$ cat src/hdl/fdss_pkg.sv
// Package for the four-digit seven-segment scanner.
// Holds command codes, segment encodings and the constant-divisor reciprocals.
// No dependencies.
`default_nettype none

package fdss_pkg;

  // Command codes, carried in tuser
  localparam logic CMD_LOAD = 1'b0;
  localparam logic CMD_TICK = 1'b1;

  localparam int unsigned NUM_W   = 16;
  localparam int unsigned POINT_W = 3;
  localparam int unsigned SEG_W   = 8;
  localparam int unsigned DIGITS  = 4;
  localparam int unsigned IDX_W   = 2;

  // Reciprocal multipliers: floor(n / 10^k) == (n * MUL) >> SHIFT for 16-bit n
  localparam int unsigned PROD_W      = 33;
  localparam logic [16:0] DIV10_MUL    = 17'd52429;
  localparam logic [16:0] DIV100_MUL   = 17'd83887;
  localparam logic [16:0] DIV1000_MUL  = 17'd67109;
  localparam logic [16:0] DIV10000_MUL = 17'd107375;

  // Quotient widths
  localparam int unsigned Q1_W = 13;  // up to 6553
  localparam int unsigned Q2_W = 10;  // up to 655
  localparam int unsigned Q3_W = 7;   // up to 65
  localparam int unsigned Q4_W = 3;   // up to 6

  // Pin layout: bit 0..6 = A..G, bit 7 = DP
  localparam logic [SEG_W-1:0] DP_BIT = 8'h80;
  localparam logic [SEG_W-1:0] BLANK  = 8'h00;

  // Decimal digit to segment pins
  function automatic logic [SEG_W-1:0] seg_encode(input logic [3:0] digit);
    logic [SEG_W-1:0] pins;
    case (digit)
      4'd0:    pins = 8'h3F;
      4'd1:    pins = 8'h06;
      4'd2:    pins = 8'h5B;
      4'd3:    pins = 8'h4F;
      4'd4:    pins = 8'h66;
      4'd5:    pins = 8'h6D;
      4'd6:    pins = 8'h7D;
      4'd7:    pins = 8'h07;
      4'd8:    pins = 8'h7F;
      4'd9:    pins = 8'h6F;
      default: pins = BLANK;
    endcase
    return pins;
  endfunction

endpackage

`default_nettype wire

$ cat src/hdl/four_digit_seven_segment_scanner.sv
// Four-digit multiplexed seven-segment scanner, top level.
// Depends on fdss_pkg.
`default_nettype none

// Usage: every input transaction yields exactly one output transaction. A load
// (tuser = 0) splits tdata's number into four decimal digits, blanks leading
// zeros (digit 0 always shows), adds the decimal point when point_position is
// below 4, and stores the patterns; its result repeats the pins currently
// driven. A tick (tuser = 1) drives the pattern and active-low select of the
// digit under the scan index and advances the scan. The four parallel
// reciprocal multiplies that split the number feed the stage 1 registers;
// digit recovery, encoding and the pin registers form stage 2. One
// transaction per cycle is accepted when the output side keeps up. After
// reset the pins are blank and no digit is selected.

module four_digit_seven_segment_scanner (
  input  wire logic        clk_i,
  input  wire logic        rst_ni,
  input  wire logic        s_axis_tvalid,
  output logic             s_axis_tready,
  input  wire logic [23:0] s_axis_tdata,  // [15:0] number, [18:16] point_position, rest 0
  input  wire logic        s_axis_tuser,  // [0] command
  output logic             m_axis_tvalid,
  input  wire logic        m_axis_tready,
  output logic [15:0]      m_axis_tdata   // [7:0] segment_drive, [11:8] digit_select_n, rest 0
);

  // Stage 1: registered input plus quotients
  logic                                 s1_vld_q;
  logic                                 s1_cmd_q;
  logic [fdss_pkg::NUM_W-1:0]           s1_num_q;
  logic [fdss_pkg::POINT_W-1:0]         s1_pt_q;
  logic [fdss_pkg::Q1_W-1:0]            s1_q1_q;
  logic [fdss_pkg::Q2_W-1:0]            s1_q2_q;
  logic [fdss_pkg::Q3_W-1:0]            s1_q3_q;
  logic [fdss_pkg::Q4_W-1:0]            s1_q4_q;

  // Stage 2 state and result register
  logic [fdss_pkg::SEG_W-1:0]           pat_q [fdss_pkg::DIGITS];
  logic [fdss_pkg::IDX_W-1:0]           scan_q;
  logic [fdss_pkg::SEG_W-1:0]           seg_q, seg_d;
  logic [fdss_pkg::DIGITS-1:0]          sel_q, sel_d;
  logic                                 out_vld_q;

  logic                                 in_acc;
  logic                                 adv2;
  logic [fdss_pkg::NUM_W-1:0]           in_num;
  logic [fdss_pkg::PROD_W-1:0]          p10, p100, p1000, p10000;
  logic [3:0]                           dig [fdss_pkg::DIGITS];
  logic [fdss_pkg::NUM_W-1:0]           rem0;
  logic [fdss_pkg::Q1_W-1:0]            rem1;
  logic [fdss_pkg::Q2_W-1:0]            rem2;
  logic [fdss_pkg::Q3_W-1:0]            rem3;
  logic [fdss_pkg::DIGITS-1:0]          blank;
  logic [fdss_pkg::SEG_W-1:0]           new_pat [fdss_pkg::DIGITS];

  // Handshake: stage 2 moves when the result register is free or being taken
  assign adv2          = s1_vld_q && (!out_vld_q || m_axis_tready);
  assign s_axis_tready = !s1_vld_q || adv2;
  assign in_acc        = s_axis_tvalid && s_axis_tready;

  // Reciprocal multiplies, one per power of ten, all in parallel
  assign in_num = s_axis_tdata[15:0];
  assign p10    = fdss_pkg::PROD_W'(in_num) * fdss_pkg::PROD_W'(fdss_pkg::DIV10_MUL);
  assign p100   = fdss_pkg::PROD_W'(in_num) * fdss_pkg::PROD_W'(fdss_pkg::DIV100_MUL);
  assign p1000  = fdss_pkg::PROD_W'(in_num) * fdss_pkg::PROD_W'(fdss_pkg::DIV1000_MUL);
  assign p10000 = fdss_pkg::PROD_W'(in_num) * fdss_pkg::PROD_W'(fdss_pkg::DIV10000_MUL);

  // Stage 1 valid
  always_ff @(posedge clk_i or negedge rst_ni) begin
    if (!rst_ni) begin
      s1_vld_q <= 1'b0;
    end else if (s_axis_tready) begin
      s1_vld_q <= s_axis_tvalid;
    end
  end

  // Stage 1 payload
  always_ff @(posedge clk_i) begin
    if (in_acc) begin
      s1_cmd_q <= s_axis_tuser;
      s1_num_q <= in_num;
      s1_pt_q  <= s_axis_tdata[18:16];
      s1_q1_q  <= p10[31:19];
      s1_q2_q  <= p100[32:23];
      s1_q3_q  <= p1000[32:26];
      s1_q4_q  <= p10000[32:30];
    end
  end

  // Digit recovery: d_k = q_k - 10 * q_(k+1)
  always_comb begin
    rem0   = s1_num_q - fdss_pkg::NUM_W'(s1_q1_q) * fdss_pkg::NUM_W'(10);
    rem1   = s1_q1_q - fdss_pkg::Q1_W'(s1_q2_q) * fdss_pkg::Q1_W'(10);
    rem2   = s1_q2_q - fdss_pkg::Q2_W'(s1_q3_q) * fdss_pkg::Q2_W'(10);
    rem3   = s1_q3_q - fdss_pkg::Q3_W'(s1_q4_q) * fdss_pkg::Q3_W'(10);
    dig[0] = rem0[3:0];
    dig[1] = rem1[3:0];
    dig[2] = rem2[3:0];
    dig[3] = rem3[3:0];
    // leading zero: number below 10^k means quotient k is zero
    blank  = {s1_q3_q == '0, s1_q2_q == '0, s1_q1_q == '0, 1'b0};
  end

  // New patterns with blanking and decimal point
  always_comb begin
    for (int k = 0; k < fdss_pkg::DIGITS; k++) begin
      new_pat[k] = blank[k] ? fdss_pkg::BLANK : fdss_pkg::seg_encode(dig[k]);
      if (!s1_pt_q[2] && (s1_pt_q[1:0] == fdss_pkg::IDX_W'(k))) begin
        new_pat[k] = new_pat[k] | fdss_pkg::DP_BIT;
      end
    end
  end

  // Pin values for a tick
  always_comb begin
    seg_d = seg_q;
    sel_d = sel_q;
    if (s1_cmd_q == fdss_pkg::CMD_TICK) begin
      seg_d = pat_q[scan_q];
      sel_d = ~(fdss_pkg::DIGITS'(1) << scan_q);
    end
  end

  // Stage 2 registers: patterns, scan index, pins, output valid
  always_ff @(posedge clk_i or negedge rst_ni) begin
    if (!rst_ni) begin
      for (int k = 0; k < fdss_pkg::DIGITS; k++) begin
        pat_q[k] <= fdss_pkg::BLANK;
      end
      scan_q    <= '0;
      seg_q     <= fdss_pkg::BLANK;
      sel_q     <= '1;
      out_vld_q <= 1'b0;
    end else begin
      if (adv2) begin
        seg_q <= seg_d;
        sel_q <= sel_d;
        if (s1_cmd_q == fdss_pkg::CMD_LOAD) begin
          for (int k = 0; k < fdss_pkg::DIGITS; k++) begin
            pat_q[k] <= new_pat[k];
          end
        end else begin
          scan_q <= scan_q + fdss_pkg::IDX_W'(1);
        end
      end
      if (adv2) begin
        out_vld_q <= 1'b1;
      end else if (m_axis_tready) begin
        out_vld_q <= 1'b0;
      end
    end
  end

  assign m_axis_tvalid = out_vld_q;
  assign m_axis_tdata  = {4'b0, sel_q, seg_q};

`ifndef SYNTHESIS
  // At most one digit is ever selected
  a_sel_onehot: assert property (@(posedge clk_i) disable iff (!rst_ni)
    $countones(~sel_q) <= 1)
    else $error("more than one digit selected");

  // A tick selects the digit that was under the scan index and advances it
  a_tick_sel: assert property (@(posedge clk_i) disable iff (!rst_ni)
    adv2 && (s1_cmd_q == fdss_pkg::CMD_TICK) |=>
      (sel_q[$past(scan_q)] == 1'b0) && (scan_q == $past(scan_q) + 2'd1))
    else $error("tick did not drive the scanned digit");

  // A load leaves the pins and the scan index alone
  a_load_hold: assert property (@(posedge clk_i) disable iff (!rst_ni)
    adv2 && (s1_cmd_q == fdss_pkg::CMD_LOAD) |=>
      $stable(seg_q) && $stable(sel_q) && $stable(scan_q))
    else $error("load changed the pins");
`endif

endmodule

`default_nettype wire
$ cat config.mk
export PLATFORM = sky130hd
export DESIGN_NAME = four_digit_seven_segment_scanner
export DESIGN_NICKNAME = d
export VERILOG_FILES = /design/src/hdl/fdss_pkg.sv /design/src/hdl/four_digit_seven_segment_scanner.sv
export SDC_FILE = /design/constraint.sdc
export NUM_CORES = 1
export LEC_CHECK = 0
export BUFFER_PORTS_ARGS = -buffer_cell sky130_fd_sc_hd__buf_2
export CORE_MARGIN = 3
export CORE_UTILIZATION = 25
export DETAILED_ROUTE_END_ITERATION = 10
export SLEW_MARGIN = 20
export SYNTH_ARGS = -nofsm -noshare
export SYNTH_HDL_FRONTEND = slang
export SYNTH_SLANG_ARGS = --single-unit
export TNS_END_PERCENT = 20
$ cat constraint.sdc
create_clock -name clk_i -period 2.21 [get_ports clk_i]
set_clock_uncertainty 0.2 [all_clocks]
set_input_delay 0.3315 -clock clk_i [delete_from_list [all_inputs] [get_ports clk_i]]
set_output_delay 0.3315 -clock clk_i [all_outputs]
set_load 0.005 [all_outputs]
* After elaboration in Yosys (flattened, before gate mapping)
Memory sizes are Yosys's and may differ from the RTL's.
Cells that the tools add are included.
** Storage, ports and cells
- Bits in registers :: 89
- Bits in latches :: 0
- Bits in writable memories :: 0
- Bits in read-only memories :: 448
- Memories :: 4
** Memory list
- (no name shown) :: depth 16, bits a word 7, read ports 1, clocked after Yosys merged registers in 0, write ports 0, RTL line fdss_pkg.sv:38 : case (digit)
- (no name shown) :: depth 16, bits a word 7, read ports 1, clocked after Yosys merged registers in 0, write ports 0, RTL line fdss_pkg.sv:38
- (no name shown) :: depth 16, bits a word 7, read ports 1, clocked after Yosys merged registers in 0, write ports 0, RTL line fdss_pkg.sv:38
- (no name shown) :: depth 16, bits a word 7, read ports 1, clocked after Yosys merged registers in 0, write ports 0, RTL line fdss_pkg.sv:38
** Operators by class
- Add/subtract/negate cells :: 5
- $mul :: 8
- Divide/modulo/power cells :: 0
- Order comparisons :: 1
- Equality and inequality tests :: 3
- Shift-type cells :: 1
- Muxes and demuxes :: 12
- Bitwise logic cells :: 3
- Reductions and logical operators :: 18
** Operators with widths (count)
- $mul 16x17->33 const B :: 3
- $mux 8 :: 9
- $mul 16x16->32 const B :: 1
- $bmux 8 s2 :: 1
- $sub 4x4->4 :: 4
- $logic_not 13->1 :: 1
- $mul 13x3->3 const B :: 1
- $logic_not 10->1 :: 1
- $mul 10x3->3 const B :: 1
- $logic_not 7->1 :: 1
- $mul 7x3->3 const B :: 1
- $logic_and 1x1->1 :: 6
- $eq 2x2->1 const B :: 2
- $not 4->4 :: 1
- $reduce_and 2->1 :: 2
- $shl 1x2->4 const A :: 1
- $ge 3x3->1 const B :: 1
- $logic_not 1->1 :: 3
- $mul 3x3->3 const B :: 1
- $not 2->3 :: 1
- $add 2x1->2 const B :: 1
- $eq 2x1->1 const B :: 1
- $logic_not 2->1 :: 1
- $logic_or 1x1->1 :: 2
- other kinds (3) :: 4

* Longest topological paths before layout
- Depth after elaboration :: 5
- Mapped depth :: 20

* Worst setup path after synthesis
OpenSTA, ideal clock, no wires.
- Kind :: input to register
- Start point :: in s_axis_tdata[4]
- End point :: reg s1_q2_q[7] in the netlist's numbering (data pin)
- Setup time :: 261 ps
- Data arrival time :: 5094 ps
- Slack :: -3344 ps
- Stages :: 18
- Buffers on the path :: 0
- Cell sequence :: fa_1 -> inv_1 -> fa_1 -> inv_1 -> fa_1 -> fa_1 -> fa_1 -> inv_1 -> fa_1 -> inv_1 -> ha_1 -> a211oi_1 -> o21ai_0 -> o2111ai_1 -> o211ai_1 -> a211oi_2 -> nor2_1 -> o311a_1
** Between the ends
- Longest elaborated chain between the ends :: 1
** RTL lines
- start: declaration :: RTL line four_digit_seven_segment_scanner.sv:21 : input wire logic [23:0] s_axis_tdata,
- $mul 16x17->33 :: RTL line four_digit_seven_segment_scanner.sv:65 : assign p100 = fdss_pkg::PROD_W'(in_num) * fdss_pkg::PROD_W'(fdss_pkg::DIV100_MUL);
- named net p100 (one bit) :: RTL line four_digit_seven_segment_scanner.sv:48 : logic [fdss_pkg::PROD_W-1:0] p10, p100, p1000, p10000;
- end signal: assignment :: RTL line four_digit_seven_segment_scanner.sv:85 : s1_q2_q <= p100[32:23];
- end: declaration :: RTL line four_digit_seven_segment_scanner.sv:34 : logic [fdss_pkg::Q2_W-1:0] s1_q2_q;
The timed path passes the listed nets, and every way through them passes these cells.
A chain may end at the register's enable or synchronous reset.

* Final worst setup path
- Start point :: in s_axis_tdata[5]
- End point :: reg s1_q2_q[7] in the netlist's numbering (data pin)
The elaborated chain is that of the path after synthesis.

==> qor.txt <==
Core area -> 79,390 µm²
CTS tree -> built
Critical Path Stages -> 20
1st-iter DRT viols -> 741
H-tree levels -> 3
Slew headroom -> 65.59%
Post-Syn Area -> 20,130 µm²
Clk Tree Root Cell -> clkbuf_16
Crit-path leading delay family -> adder cells
Placed Cells -> 3,402
Synthesized area per cell -> 10.33 µm²
Register Area -> 2437 µm²
Max cap viols -> 0
Largest family of logic cells by synthesized area -> adder cells
Final setup violation count -> 43
Fill cells -> 8,139
P&R area growth vs syn -> 31.10%
GRT Total Usage -> 14.08%
Status -> finished with violations
Fin crit period -> 5.315 ns
Worst EP required -> 2.11 ns
Met1 GRT Util -> 18.37%
Area of the multi-input gates -> 16,820 µm²
Final non-filler cell total -> 3,445
Endpoints failing hold -> 0
ANT nets after route -> 0
RSZ-0062 raised after global routing -> true
N_diodes -> 0
Post-Synthesis Cells -> 1,948
Die W -> 289.7 µm
CP arrival -> 5.21 ns
IO Count -> 47
Clk slew on worst S/H paths -> 0.08 ns
Dpl ws -> -3.678 ns
Unique masters post-synth -> 69
Failing checks -> setup timing
Clk buf depth -> 2
Final Max Slew Viols -> 0
Initial antenna violation count -> 1
Crit start category -> input pin
IO buf count -> 37
Clock Sinks -> 89
HP Class -> input pin to flop
DR vias -> 14,820
Final setup TNS -> -94.07 ns
Pwr per Cell Area -> 1613 nW/µm²
Final setup margin -> -3.105 ns
Initial Utilization -> 25.35%
Worst skew pair latency -> 0.37 ns
Vias per inst -> 4.302
Total CTS buffers -> 9
Met3 GRT Util -> 2.235%
Synthesized-area fraction occupied by adder cells -> 60.45%
Tcrit/Tclk final -> 240.5%
Die height -> 289.7 µm
Routed WL -> 57.39 mm
CP most frequent cell -> fa_1
Fin area -> 26,390 µm²
Grt met2 use -> 23.81%
Number of synthesized register bits -> 89
Post-synthesis async set-or-reset flop share -> 53.93%
First-pass GRT wire length -> 89.83 mm
Worst Tran Pin Value -> 0.5097 ns
Share of cells above drive strength 1 -> 27.93%
Worst VDD drop -> 1427 µV
Ys flop type -> dfrtp_1
Number of iterations in the first detailed-routing pass -> 6
Worst path cell trace -> buf_12 -> fa_2 -> inv_2 -> fa_1 -> inv_1 -> fa_1 -> fa_2 -> fa_1 -> inv_1 -> fa_1 -> inv_2 -> ha_4 -> a211oi_2 -> o21ai_1 -> o2111ai_1 -> o211ai_1 -> buf_4 -> a211oi_4 -> nor2_1 -> o311a_1
Mux contribution to synthesized area -> 1.455%
Hold path depth -> 3
Rows -> 103
Register area share after synthesis -> 12.11%
# nets final -> 3,206
Worst Reg-to-Reg Cells -> 10
Global route overflow -> 0
Post-Synth XOR/XNOR Area -> 2.263%
Worst Path Class, Setup -> input pin to flop
Worst setup EP type -> flop
Critical path's slowest cell -> fa_2
Max Fclk -> 188.1 MHz
Wire length per cell -> 16.66 µm
DRC viols -> 0
Final GP Congestion -> 0.9297
Synth Area in Simple Gates -> 5.297%
Leak -> 13.62 nW
Synth warnings -> 0
Number of global-route vias before repair -> 15,940
Worst path max stage delay -> 0.60 ns
Post-synth EDFFs -> 41
Most Used Layer, Global Route -> met2
CP max FO -> 5
CP bufs+invs -> 6
Synth Area in Compound Gates -> 8.423%
Largest net degree at the start of global routing -> 44
DP HPWL -> 50.97 mm
Placed inst area -> 24,770 µm²
Die area -> 83,950 µm²
-- layout by cell type (no fill, tap or decap), drive strengths merged, types with 41 or more instances in the layout --
cell    count
inv       514
ha        478
buf       439
fa        309
nand2      65
o21ai      65
a21oi      62
dfrtp      44
edfxtp     41
xnor2      41
-- routing by layer --
layer / part of all wire [%] / wire, µm / vias up
li1: - / - / 7236
met1: 44 / 25360 / 7216
met2: 48 / 27460 / 279
met3: 4.7 / 2710 / 90
met4: 3.3 / 1867 / 0
met5: 0 / 0 / -
-- state kept, by name, summed over array words and instances (netlist names) --
| name | count |
|---|---|
| pat_q | 32 |
| s1_q1_q | 13 |
| s1_q2_q | 10 |
| seg_q | 8 |
| s1_q3_q | 7 |
| s1_num_q | 4 |
| sel_q | 4 |
| s1_pt_q | 3 |
| s1_q4_q | 3 |
| scan_q | 2 |
| m_axis_tvalid | 1 |
| s1_cmd_q | 1 |
| s1_vld_q | 1 |
-- timing repair --
item,in CTS,in global routing
endpoints found under the hold margin,21,0
hold buffers,6,0
setup buffers,11,14
endpoints found under the setup margin,58,61
gates resized for setup,136,93
pin swaps,71,89
-- cell families (layout without fill, tap and decap cells) --
group | Yosys count | in the layout
AO/OA/AOI/OAI | 257 | 257
XOR/XNOR | 52 | 52
adder cells (fa/ha/maj) | 787 | 787
buffers and inverters | 531 | 975
flip-flops | 89 | 89
multiplexers | 18 | 18
other | 1 | 4
AND/OR/NAND/NOR | 213 | 213
-- report_power, final --
| part | internal, mW | switching (mW) |
|---|---|---|
| Clock | 0.799 | 0.793 |
| Combinational | 18.7 | 19.1 |
| Sequential | 2.77 | 0.376 |
-- worst reg2reg max path, cell delays in order, from the launching register on --
cell and delay, ns:
edfxtp_1 0.34, buf_4 0.18, ha_1 0.18, inv_1 0.05, fa_1 0.36, xnor2_1 0.26, xnor2_2 0.20, o21ai_0 0.15
nand2_1 0.16, a21oi_1 0.06, a21o_1 0.15
-- synthesized netlist by cell type, types with 5 or more instances --
library cell | count | area, µm²
inv_1 | 514 | 1929
ha_1 | 478 | 5981
fa_1 | 309 | 6186
nand2_1 | 65 | 244.0
a21oi_1 | 62 | 310.3
o21ai_0 | 62 | 310.3
dfrtp_1 | 44 | 1101
edfxtp_1 | 41 | 1231
xnor2_1 | 41 | 359.1
a21o_1 | 37 | 277.8
nor2_1 | 37 | 138.9
nand3_1 | 20 | 100.1
nand2b_1 | 16 | 100.1
o211ai_1 | 15 | 112.6
nor3_1 | 14 | 70.07
nor2b_1 | 13 | 81.33
clkbuf_1 | 11 | 41.29
nand4_1 | 11 | 68.82
xor2_1 | 11 | 96.34
mux2_2 | 10 | 112.6
mux4_2 | 8 | 180.2
o21a_1 | 8 | 60.06
a211oi_1 | 7 | 52.55
a31oi_1 | 7 | 43.79
nor3b_1 | 6 | 45.04
nor4_1 | 6 | 37.54
o21bai_1 | 6 | 45.04
a221oi_1 | 5 | 43.79
and3_1 | 5 | 31.28
nand3b_1 | 5 | 37.54
-- final cells by class --
cell class | count | share of cell area, %
inverters | 514 | 7.421
clock inverters | 7 | 0.2656
multi-input cells | 1331 | 63.75
repair buffers | 445 | 13.50
flip-flops and latches | 89 | 9.237
well taps | 1050 | 4.979
clock buffers | 9 | 0.8536
-- final timing paths --
path / from / to / slack, ns
worst max-delay path: s_axis_tdata[5] / s1_q2_q[7] / -3.11
min in group asynchronous: rst_ni / seg_q[2] / 0.28
max in group asynchronous: rst_ni / pat_q[24] / 0.93
worst min register to register: pat_q[20] / pat_q[20] / 0.28
worst min-delay path: m_axis_tready / s1_vld_q / 0.08
worst max register to register: s1_q4_q[0] / pat_q[1] / -0.19
-- per-stage QoR --
step,util (%),power [mW],hold WS (ns)
global route,33.24,47.39,0.1056
global placement,31.21,35.76,0.1307
floorplan,-,24.14,-0.1641
CTS,32.55,40.72,0.05457
detailed placement,31.21,36.12,0.1360
finish,33.24,42.57,0.07555
Note: power is estimated with default switching activity, not from simulation.
